### src/sv/ipv4p_pkg.sv
// Package for the IPv4 dotted-decimal address parser.
// Holds the character codes, the result type and the address packing function.
// No dependencies.
package ipv4p_pkg;

    localparam logic [7:0] CH_NUL  = 8'h00;
    localparam logic [7:0] CH_DOT  = 8'h2e;
    localparam logic [7:0] CH_ZERO = 8'h30;
    localparam logic [7:0] CH_NINE = 8'h39;

    localparam logic [1:0] DOTS_MAX = 2'd3;

    localparam logic [31:0] MASK_24 = 32'h00ff_ffff;
    localparam logic [31:0] MASK_16 = 32'h0000_ffff;
    localparam logic [31:0] MASK_8  = 32'h0000_00ff;
    localparam int          TOP_SHIFT = 24;

    typedef struct packed {
        logic        ok;
        logic [31:0] address;
    } res_t;

    // Packs the closed parts and the open part by the number of dots seen.
    function automatic logic [31:0] pack_address(
        input logic [1:0]  dots,
        input logic [7:0]  first,
        input logic [7:0]  second,
        input logic [7:0]  third,
        input logic [31:0] acc
    );
        logic [31:0] top;
        top = {24'd0, first} << TOP_SHIFT;
        unique case (dots)
            2'd0: pack_address = acc;
            2'd1: pack_address = top | (acc & MASK_24);
            2'd2: pack_address = top | {8'd0, second, 16'd0} | (acc & MASK_16);
            default: pack_address = top | {8'd0, second, third, 8'd0} | (acc & MASK_8);
        endcase
    endfunction

endpackage

### src/sv/ipv4p_in_reg.sv
// Input register stage of the IPv4 address parser.
// Captures one character request; depends on no other file.
module ipv4p_in_reg (
    input  logic       aclk,
    input  logic       aresetn,
    input  logic       s_valid,
    output logic       s_ready,
    input  logic [7:0] s_ch,
    input  logic       take,
    output logic       valid,
    output logic [7:0] ch
);

    logic       valid_reg;
    logic       valid_next;
    logic [7:0] ch_reg;

    // The stage can be refilled whenever it is empty or being drained.
    assign s_ready    = !valid_reg || take;
    assign valid_next = s_valid || (valid_reg && !take);

    always_ff @(posedge aclk) begin
        if (!aresetn) begin
            valid_reg <= 1'b0;
        end else if (s_ready) begin
            valid_reg <= valid_next;
        end
    end

    always_ff @(posedge aclk) begin
        if (s_valid && s_ready) begin
            ch_reg <= s_ch;
        end
    end

    assign valid = valid_reg;
    assign ch    = ch_reg;

endmodule

### src/sv/ipv4p_core.sv
// Parsing state and per-character update of the IPv4 address parser.
// Uses ipv4p_pkg for character codes, the result type and packing.
module ipv4p_core
    import ipv4p_pkg::*;
(
    input  logic       aclk,
    input  logic       aresetn,
    input  logic [7:0] ch,
    input  logic       fire,
    output logic       is_nul,
    output res_t       result
);

    logic [31:0] acc_reg, acc_next;
    logic [7:0]  first_reg, first_next;
    logic [7:0]  second_reg, second_next;
    logic [7:0]  third_reg, third_next;
    logic [1:0]  dots_reg, dots_next;
    logic        rej_reg, rej_next;

    logic        is_digit;
    logic [31:0] acc_times_ten;

    assign is_nul   = (ch == CH_NUL);
    assign is_digit = (ch >= CH_ZERO) && (ch <= CH_NINE);

    // acc * 10 + digit, wrapping at 32 bits.
    assign acc_times_ten = {acc_reg[28:0], 3'b000} + {acc_reg[30:0], 1'b0}
                         + {28'd0, ch[3:0]};

    assign result.ok      = !rej_reg;
    assign result.address = rej_reg ? 32'd0
                          : pack_address(dots_reg, first_reg, second_reg, third_reg, acc_reg);

    always_comb begin
        acc_next    = acc_reg;
        first_next  = first_reg;
        second_next = second_reg;
        third_next  = third_reg;
        dots_next   = dots_reg;
        rej_next    = rej_reg;
        priority if (is_nul) begin
            acc_next    = 32'd0;
            first_next  = 8'd0;
            second_next = 8'd0;
            third_next  = 8'd0;
            dots_next   = 2'd0;
            rej_next    = 1'b0;
        end else if (rej_reg) begin
            // Everything up to the terminator is ignored once rejected.
        end else if (is_digit) begin
            acc_next = acc_times_ten;
        end else if (ch == CH_DOT) begin
            if (dots_reg == DOTS_MAX) begin
                rej_next = 1'b1;
            end else begin
                unique case (dots_reg)
                    2'd0: first_next = acc_reg[7:0];
                    2'd1: second_next = acc_reg[7:0];
                    default: third_next = acc_reg[7:0];
                endcase
                dots_next = dots_reg + 2'd1;
                acc_next  = 32'd0;
            end
        end else begin
            rej_next = 1'b1;
        end
    end

    always_ff @(posedge aclk) begin
        if (!aresetn) begin
            acc_reg    <= 32'd0;
            first_reg  <= 8'd0;
            second_reg <= 8'd0;
            third_reg  <= 8'd0;
            dots_reg   <= 2'd0;
            rej_reg    <= 1'b0;
        end else if (fire) begin
            acc_reg    <= acc_next;
            first_reg  <= first_next;
            second_reg <= second_next;
            third_reg  <= third_next;
            dots_reg   <= dots_next;
            rej_reg    <= rej_next;
        end
    end

endmodule

### src/sv/ipv4p_out_reg.sv
// Result register of the IPv4 address parser.
// Uses ipv4p_pkg for the result type.
module ipv4p_out_reg
    import ipv4p_pkg::*;
(
    input  logic        aclk,
    input  logic        aresetn,
    input  logic        load,
    input  res_t        data,
    output logic        free,
    output logic        m_valid,
    input  logic        m_ready,
    output logic        m_ok,
    output logic [31:0] m_address
);

    logic valid_reg;
    res_t data_reg;

    assign free = !valid_reg || m_ready;

    always_ff @(posedge aclk) begin
        if (!aresetn) begin
            valid_reg <= 1'b0;
        end else if (free) begin
            valid_reg <= load;
        end
    end

    always_ff @(posedge aclk) begin
        if (load && free) begin
            data_reg <= data;
        end
    end

    assign m_valid   = valid_reg;
    assign m_ok      = data_reg.ok;
    assign m_address = data_reg.address;

endmodule

### src/sv/ipv4_dotted_address_parser.sv
// IPv4 dotted-decimal address parser, top level.
// Depends on ipv4p_pkg, ipv4p_in_reg, ipv4p_core and ipv4p_out_reg.
//
// The block takes an address string one character per request on the s_
// channel (s_valid, s_ready, s_ch) and ends it with a NUL byte. Digits build
// up the current part modulo 2^32, dots close parts, and a fourth dot or any
// other character rejects the string. For every NUL byte exactly one result
// request leaves on the m_ channel (m_valid, m_ready, m_ok, m_address); other
// characters produce nothing. A rejected string gives m_ok low and a zero
// address.
//
// A character is registered on acceptance and processed from the input
// register; the result register loads as a NUL byte leaves the input
// register, and m_valid rises with that load. One character is accepted
// every cycle unless a NUL byte waits for a full result register; the
// multiply-by-ten add between input register and parsing state is combinational.
//
// Synchronous active-low reset empties both register stages and clears the
// parsing state. When the receiver stalls, the result stays in the output
// register; characters keep flowing until a further NUL reaches the input
// register, which then holds it and drops s_ready until the result is taken.
module ipv4_dotted_address_parser
    import ipv4p_pkg::*;
(
    input  logic        aclk,
    input  logic        aresetn,
    input  logic        s_valid,
    output logic        s_ready,
    input  logic [7:0]  s_ch,
    output logic        m_valid,
    input  logic        m_ready,
    output logic        m_ok,
    output logic [31:0] m_address
);

    logic       in_valid;
    logic [7:0] in_ch;
    logic       take;
    logic       is_nul;
    logic       out_free;
    res_t       result;

    // A character leaves the input register unless it is a terminator that
    // finds the result register still occupied.
    assign take = in_valid && (!is_nul || out_free);

    ipv4p_in_reg u_in_reg (
        .aclk    (aclk),
        .aresetn (aresetn),
        .s_valid (s_valid),
        .s_ready (s_ready),
        .s_ch    (s_ch),
        .take    (take),
        .valid   (in_valid),
        .ch      (in_ch)
    );

    ipv4p_core u_core (
        .aclk    (aclk),
        .aresetn (aresetn),
        .ch      (in_ch),
        .fire    (take),
        .is_nul  (is_nul),
        .result  (result)
    );

    ipv4p_out_reg u_out_reg (
        .aclk      (aclk),
        .aresetn   (aresetn),
        .load      (in_valid && is_nul),
        .data      (result),
        .free      (out_free),
        .m_valid   (m_valid),
        .m_ready   (m_ready),
        .m_ok      (m_ok),
        .m_address (m_address)
    );

endmodule

### config.mk
export PLATFORM = sky130hd
export DESIGN_NAME = ipv4_dotted_address_parser
export DESIGN_NICKNAME = d
export VERILOG_FILES = /design/src/sv/ipv4p_pkg.sv /design/src/sv/ipv4p_in_reg.sv /design/src/sv/ipv4p_core.sv /design/src/sv/ipv4p_out_reg.sv /design/src/sv/ipv4_dotted_address_parser.sv
export SDC_FILE = /design/constraint.sdc
export NUM_CORES = 1
export LEC_CHECK = 0
export BUFFER_PORTS_ARGS = -buffer_cell sky130_fd_sc_hd__buf_2
export CAP_MARGIN = 30
export CORE_MARGIN = 2
export CORE_UTILIZATION = 45
export CTS_BUF_LIST = sky130_fd_sc_hd__clkbuf_4 sky130_fd_sc_hd__clkbuf_8
export DETAILED_ROUTE_END_ITERATION = 8
export GPL_TIMING_DRIVEN = 1
export PLACE_DENSITY_LB_ADDON = 0.12
export REMOVE_ABC_BUFFERS = 1
export SKIP_CTS_REPAIR_TIMING = 1
export SYNTH_ARGS = -nofsm -noshare
export SYNTH_HDL_FRONTEND = slang
export SYNTH_SLANG_ARGS = --single-unit
### constraint.sdc
create_clock -name aclk -period 4.58 [get_ports aclk]
set_clock_uncertainty 0.2 [all_clocks]
set_input_delay 0.229 -clock aclk [delete_from_list [all_inputs] [get_ports aclk]]
set_output_delay 0.229 -clock aclk [all_outputs]
set_load 0.05 [all_outputs]
==> results.md, run 1 <==
### Setup path
- **Crit path required time** 4.64 ns
- **CP most frequent cell** inv_1
- **Setup crit end kind** flop
- **CP max FO** 4
- **data arrival time of the critical path** 3.71 ns
- **biggest cell delay along the critical path** 0.61 ns
- **category of the worst setup path launch point** flop
- **worst-path cell with the longest stage delay** fa_1
- **kind of critical path** flop to flop
- **cells along the critical path** inv_1, fa_1, inv_1, ha_1, a211o_1, a211oi_2, o21ai_2, a221oi_4, o41ai_2, a311oi_2, xnor2_1, o21ai_1

### Status
- **result of the run** completed

### Logic synthesis
- **cell count after synthesis** 591
- **average footprint of a synthesized cell** 9.955 sq um
- **total of flip-flops plus latches after synthesis** 102
- **Post-synth top flop** dfxtp_1
- **share of synthesized registers carrying an async set or reset** 0%
- **synthesis warning total** 0
- **number of enable flip-flop cells after synthesis** 41
- **sequential-to-total area share from yosys stat** 41.68%
- **mapped cell area** 5883 sq um
- **Distinct cells, synth** 55

### Power
- **Psw** 0.3516 mW
- **peak supply drop** 112.3 uV
- **fraction of power consumed by combinational cells** 3.3%
- **share of total power in the clock network** 38.3%
- **Flop pwr share** 58.5%
- **Power per Cell Area** 248.4 nW/um^2
- **internal power contribution** 1.285 mW
- **switching part of the total** 21.48%
- **Leakage Power** 2.865 nW
- **sum of internal, switching and leakage power** 1.637 mW

### GRT
- **global-route wire length before repair** 22740 microns
- **vias in the first global route** 4305
- **pin count of the biggest net entering global routing** 47
- **antenna violations before repair** 0
- **overall fraction of global-route tracks in use** 20.59%
- **Remaining Overflow, GRT** 0

### Route
- **number of search-and-repair iterations in the first detailed-routing pass** 5
- **detail-routed net length per standard cell** 17.11 microns
- **initial detailed-routing violation count** 256
- **final antenna-violating net count** 0
- **DRC** 0
- **total wire length** 13960 microns
- **total via count after detailed routing** 4430
- **per-cell via count in the routed design** 5.429

### STA
- **share of the clock period used by the worst path after layout** 79.66%
- **setup-violating endpoint count in the final report** 0
- **number of max-slew violations in the final report** 0
- **RSZ-0062 raised after global routing** no
- **Fmax** 274.1 MHz
- **TNS Setup** 0 ns
- **Slew HR** 44.98%
- **Final min period** 3.648 ns
- **number of failing hold endpoints at the final stage** 0
- **worst hold slack** 0.2500 ns
- **transition time at the pin with the least slew margin** 0.8214 ns

### Cells and area
- **commonest non-fill, non-tap cell in the layout** ha_1
- **leading cell types in the layout, fill and taps excluded** ha_1 (62), dfxtp_1 (61), nor2_1 (49), buf_2 (46), nor2b_1 (43)
- **ant diodes** 0
- **proportion of layout cells with a drive suffix above 1** 11.65%
- **final-layout fill cell count** 1180
- **number of standard cells in the layout, taps in and fillers out** 816
- **layout overhead on the synthesized area** 11.99%
- **core utilization of the finished layout** 52.00%
- **Final nets** 715

### Job
- **count of maximum capacitance violations** 0

### Floorplanning
- **width of the die** 118.3 microns
- **# rows** 41
- **effective utilization at floorplan** 46.43%
- **y dimension of the die** 118.3 microns
- **number of ports placed on the die boundary** 47
- **area of the core region** 12670 sq um
- **full die area** 14000 sq um

### Placed design
- **post-DP HPWL** 10310 microns
- **Cell Count Post-Placement** 790
- **IO buf count** 46
- **global placement routability congestion** 0.8895

### Clock network
- **Num Clock Sinks** 102
- **buffer levels on the longest clock path** 2
- **register clock-pin slew on the reported worst setup and hold paths** 0.09 ns
- **cell chosen for the clock root** clkbuf_8
- **latest clock arrival within the worst-skew pair** 0.38 ns
- **TritonCTS clock tree** done
- **H-tree depth** 3
- **clock buffer count from CTS** 9

### Min path
- **Hold Path Class** primary input to flop

-- power by group through the flow --
stage	Combinational (mW)	Clock (mW)	Sequential, mW
floorplan	0.0263	0	0.976
global placement	0.0470	0	0.978
detailed placement	0.0470	0	0.978
CTS	0.0473	0.644	0.957
global route	0.0592	0.678	0.959
finish	0.0534	0.626	0.957
-- Yosys cell counts, types with 10 or more instances --
cell	n	area, sq um
a21o_1	13	97.59
clkbuf_1	21	78.83
mux2i_1	32	320.3
ha_1	62	775.7
a21oi_1	30	150.1
inv_1	17	63.81
a22oi_1	27	202.7
nor2_1	50	187.7
dfxtp_1	61	1221
xnor2_1	10	87.58
and2_1	14	87.58
nand2_1	39	146.4
edfxtp_1	41	1231
xor2_1	13	113.9
o21ai_0	18	90.09
nand3_1	10	50.05
nor2b_1	43	269.0
-- path summary, 6_finish.rpt --
check	start	endpoint	slack, ns	depth (start not counted)
worst max-delay path	u_in_reg.ch[3]	u_core.acc_reg[31]	0.93	12
worst min-delay path	aresetn	u_core.rej_reg	0.25	2
worst max register to register	u_in_reg.ch[3]	u_core.acc_reg[31]	0.93	12
worst min register to register	u_core.acc_reg[31]	u_core.acc_reg[31]	0.28	2
-- stage by stage --
step	cell area [sq um]	setup WS (ns)
finish	6589	0.9317
global route	6589	0.6882
CTS	6489	0.9287
detailed placement	6275	0.9532
global placement	6275	1.016
floorplan	5797	1.278
-- critical path: cells and delay by family, from the launching register on --
kind / cells / cell delay, ns
buffers and inverters: 2 / 0.15
DFF: 1 / 0.40
AOI/OAI and AO/OA: 7 / 1.73
xor gates and xnor gates: 1 / 0.15
adders and majority gates: 2 / 0.91
-- metal layers --
layer / track usage [%] / share of wire (%) / vias to the layer above
li1: - / - / 2245
met1: 28.71 / 49 / 2088
met2: 32.08 / 45 / 84
met3: 4.537 / 4.6 / 13
met4: 5.723 / 1.3 / 0
met5: 0 / 0 / -
-- area by class of cell --
cell class / instances / area, sq um / area share (%)
multi-input cells: 449 / 3283 / 49.83
well taps: 172 / 215.2 / 3.266
repair buffers: 60 / 360.3 / 5.469
clock inverters: 5 / 75.07 / 1.139
flip-flops and latches: 102 / 2452 / 37.22
clock buffers: 11 / 138.9 / 2.108
inverters: 17 / 63.81 / 0.9685
-- logic make-up (layout without fill, tap and decap cells) --
| kind of cell | count (synthesis) | count (layout) | share of synthesized area, % |
|---|---|---|---|
| flip-flops | 102 | 102 | 41.68 |
| multiplexers | 32 | 32 | 5.445 |
| AO/OA/AOI/OAI | 145 | 145 | 17.42 |
| buffers and inverters | 40 | 93 | 2.552 |
| AND/OR/NAND/NOR | 185 | 185 | 15.61 |
| adder cells (fa/ha/maj) | 64 | 64 | 13.87 |
| XOR/XNOR | 23 | 23 | 3.424 |
(Power assumes the default switching activity.)
==> run 2, diff against run 1 <==
--- a/config.mk
+++ b/config.mk
@@ -5,6 +5,7 @@
 export SDC_FILE = /design/constraint.sdc
 export NUM_CORES = 1
 export LEC_CHECK = 0
+export ABC_AREA = 1
 export BUFFER_PORTS_ARGS = -buffer_cell sky130_fd_sc_hd__buf_2
 export CAP_MARGIN = 30
 export CORE_MARGIN = 2
==> constraint.sdc (replaced) <==
create_clock -name aclk -period 3.5 [get_ports aclk]
set_clock_uncertainty 0.2 [all_clocks]
set_input_delay 0.175 -clock aclk [delete_from_list [all_inputs] [get_ports aclk]]
set_output_delay 0.175 -clock aclk [all_outputs]
set_load 0.05 [all_outputs]
==> run 2 against run 1 <==
Against the previous run: synthesized area up 18%; largest power group unchanged; final area up 16%; clock power up 19%; routed wire length up 30%.
==> results.md, run 2 <==
### Status
- **result of the run** completed

### STA
- **Fmax** 347.2 MHz, +27%
- **setup-violating endpoint count in the final report** 0, unchanged
- **number of max-slew violations in the final report** 0, unchanged
- **RSZ-0062 raised after global routing** no
- **transition time at the pin with the least slew margin** 0.6518 ns, -0.1696 ns
- **Final min period** 2.880 ns, -0.7685 ns
- **number of failing hold endpoints at the final stage** 0, unchanged
- **share of the clock period used by the worst path after layout** 82.28%, +2.6 points
- **TNS Setup** 0 ns, unchanged
- **Slew HR** 56.39%, +11 points

### Logic synthesis
- **share of synthesized registers carrying an async set or reset** 0%, unchanged
- **total of flip-flops plus latches after synthesis** 102, unchanged
- **average footprint of a synthesized cell** 7.305 sq um, -27%
- **synth cell count leaders** nand2_1 (270), inv_1 (140), nor2_1 (113), a21oi_1 (70), ha_1 (62)
- **Post-synth top flop** dfxtp_1
- **Distinct cells, synth** 43, -22%
- **mapped cell area** 6925 sq um, +18%
- **post-synthesis cell type with the largest combined area** edfxtp_1
- **top cells by area, synth** edfxtp_1 (18%), dfxtp_1 (18%), nand2_1 (15%)
- **share of the synthesized area in the top cell type** 17.78%, -3.1 points
- **most frequent cell after synthesis** nand2_1
- **sequential-to-total area share from yosys stat** 35.41%, -6.3 points
- **number of enable flip-flop cells after synthesis** 41, unchanged
- **cell count after synthesis** 948, +60%
- **synthesis warning total** 0, unchanged

### Cells and area
- **leading cell types in the layout, fill and taps excluded** nand2_1 (270), inv_1 (140), nor2_1 (112), a21oi_1 (70), ha_1 (62)
- **Final nets** 1079, +51%
- **final-layout fill cell count** 1570, +33%
- **layout overhead on the synthesized area** 9.991%
- **commonest non-fill, non-tap cell in the layout** nand2_1
- **ant diodes** 0, unchanged
- **core utilization of the finished layout** 50.29%, -1.7 points
- **proportion of layout cells with a drive suffix above 1** 12.30%, +0.66 points

### Setup path
- **Setup crit end kind** flop
- **worst-path cell with the longest stage delay** fa_1
- **CP max FO** 5, +1
- **Crit path required time** 3.57 ns, -1.07 ns
- **category of the worst setup path launch point** flop
- **data arrival time of the critical path** 2.95 ns, -0.76 ns
- **critical path's top delay family** adder cells
- **register-to-register path setup slack** 0.62 ns, -0.31 ns
- **kind of critical path** flop to flop
- **cells along the critical path** inv_1, fa_1, fa_1, inv_1, nand3_1, nand3_1, nand2_1, nand2_1, nand2_1, nand3_1, nand2_1, nand3_2, a21oi_2
- **CP most frequent cell** nand2_1
- **combined buffer and inverter count along the critical path** 2, unchanged
- **biggest cell delay along the critical path** 0.56 ns, -0.05 ns

### Power
- **Psw** 0.5344 mW, +52%
- **Leakage Power** 3.676 nW, +28%
- **peak supply drop** 260.1 uV, +130%
- **switching part of the total** 25.64%, +4.2 points
- **share of total power in the clock network** 35.7%, -2.6 points
- **Flop pwr share** 59.8%, +1.3 points
- **internal power contribution** 1.550 mW, +21%
- **fraction of power consumed by combinational cells** 4.5%, +1.2 points
- **Power per Cell Area** 273.6 nW/um^2, +10%

### GRT
- **pin count of the biggest net entering global routing** 34, -28%
- **global-route wire length before repair** 29170 microns, +28%
- **Remaining Overflow, GRT** 0, unchanged
- **antenna violations before repair** 0, unchanged
- **vias in the first global route** 5705, +33%
- **overall fraction of global-route tracks in use** 23.04%, +2.5 points

### Route
- **detail-routed net length per standard cell** 15.23 microns, -11%
- **per-cell via count in the routed design** 5.128, -5.5%
- **final antenna-violating net count** 0, unchanged
- **total via count after detailed routing** 6133, +38%
- **total wire length** 18220 microns, +30%
- **number of search-and-repair iterations in the first detailed-routing pass** 5, unchanged
- **initial detailed-routing violation count** 413, +61%
- **DRC** 0, unchanged

### Clock network
- **cell chosen for the clock root** clkbuf_8
- **buffer levels on the longest clock path** 2, unchanged
- **Num Clock Sinks** 102, unchanged
- **TritonCTS clock tree** done
- **H-tree depth** 3, unchanged
- **clock buffer count from CTS** 9, unchanged
- **latest clock arrival within the worst-skew pair** 0.40 ns, +0.02 ns
- **register clock-pin slew on the reported worst setup and hold paths** 0.11 ns, +0.02 ns

### Floorplanning
- **width of the die** 128.1 microns, +8.2%
- **y dimension of the die** 128.1 microns, +8.2%
- **# rows** 45, +9.8%
- **number of ports placed on the die boundary** 47, unchanged
- **area of the core region** 15150 sq um, +20%
- **full die area** 16400 sq um, +17%
- **effective utilization at floorplan** 45.72%, -0.71 points

### Placed design
- **post-DP HPWL** 13970 microns, +35%
- **global placement routability congestion** 0.8856, -0.44%
- **IO buf count** 46, unchanged

### Job
- **count of maximum capacitance violations** 0, unchanged

### Min path
- **Hold Path Class** flop to flop

## run 2: metal layers
layer	global-route usage [%]	routed length [microns]
met4	8.856	486
met3	3.422	641
met5	0	0
met2	37.56	8394
met1	30.97	8696
## run 2: kinds of logic (layout without fill, tap and decap cells)
logic type,Yosys count,after routing,share of synthesized area [%]
AOI/OAI and AO/OA,128,128,11.53
adders and majority gates,64,64,11.78
DFF,102,102,35.41
and+or+nand+nor,484,484,30.62
xor gates and xnor gates,7,7,0.8853
buffers and inverters,163,223,9.774
## run 2: final timing paths
path              depth (start not counted)                   end                  from
setup / recovery                         13    u_core.acc_reg[26]        u_in_reg.ch[3]
hold / removal                            2  u_core.second_reg[4]  u_core.second_reg[4]
setup reg to reg                         13    u_core.acc_reg[26]        u_in_reg.ch[3]
hold reg to reg                           2  u_core.second_reg[4]  u_core.second_reg[4]
## run 2: final cells by class
type	count	area, sq um	share of cell area, %
clock inverters	6	55.05	0.7227
repair buffers	62	390.4	5.125
well taps	188	235.2	3.088
multi-input cells	683	3804	49.93
flip-flops and latches	102	2452	32.19
clock buffers	10	131.4	1.725
inverters	145	549.3	7.211
## run 2: power by group through the flow
stage / Clock (mW) / Sequential (mW) / Combinational (mW)
after floorplan: 0 / 1.27 / 0.0500
after global placement: 0 / 1.27 / 0.0818
after detailed placement: 0 / 1.27 / 0.0845
after CTS: 0.769 / 1.25 / 0.0850
after global routing: 0.802 / 1.25 / 0.104
final: 0.744 / 1.25 / 0.0944
## run 2: per-stage QoR
step | std cells | total power [mW] | worst slack [ns] | hold WS, ns | cell area, sq um
finish | 1196 | 2.084 | 0.6202 | 0.2500 | 7617
global route | 1196 | 2.153 | 0.3213 | 0.2680 | 7617
CTS | 1185 | 2.100 | 0.5912 | -0.2711 | 7507
detailed placement | 1169 | 1.358 | 0.6169 | 0.1531 | 7321
global placement | 1168 | 1.355 | 0.6336 | 0.1510 | 7301
floorplan | 930 | 1.325 | 0.3821 | 0.07387 | 6798
## run 2: worst min-delay path, stage by stage (launching register included)
cell,delay [ns]
dfxtp_1,0.32
inv_1,0.05
a21oi_1,0.05
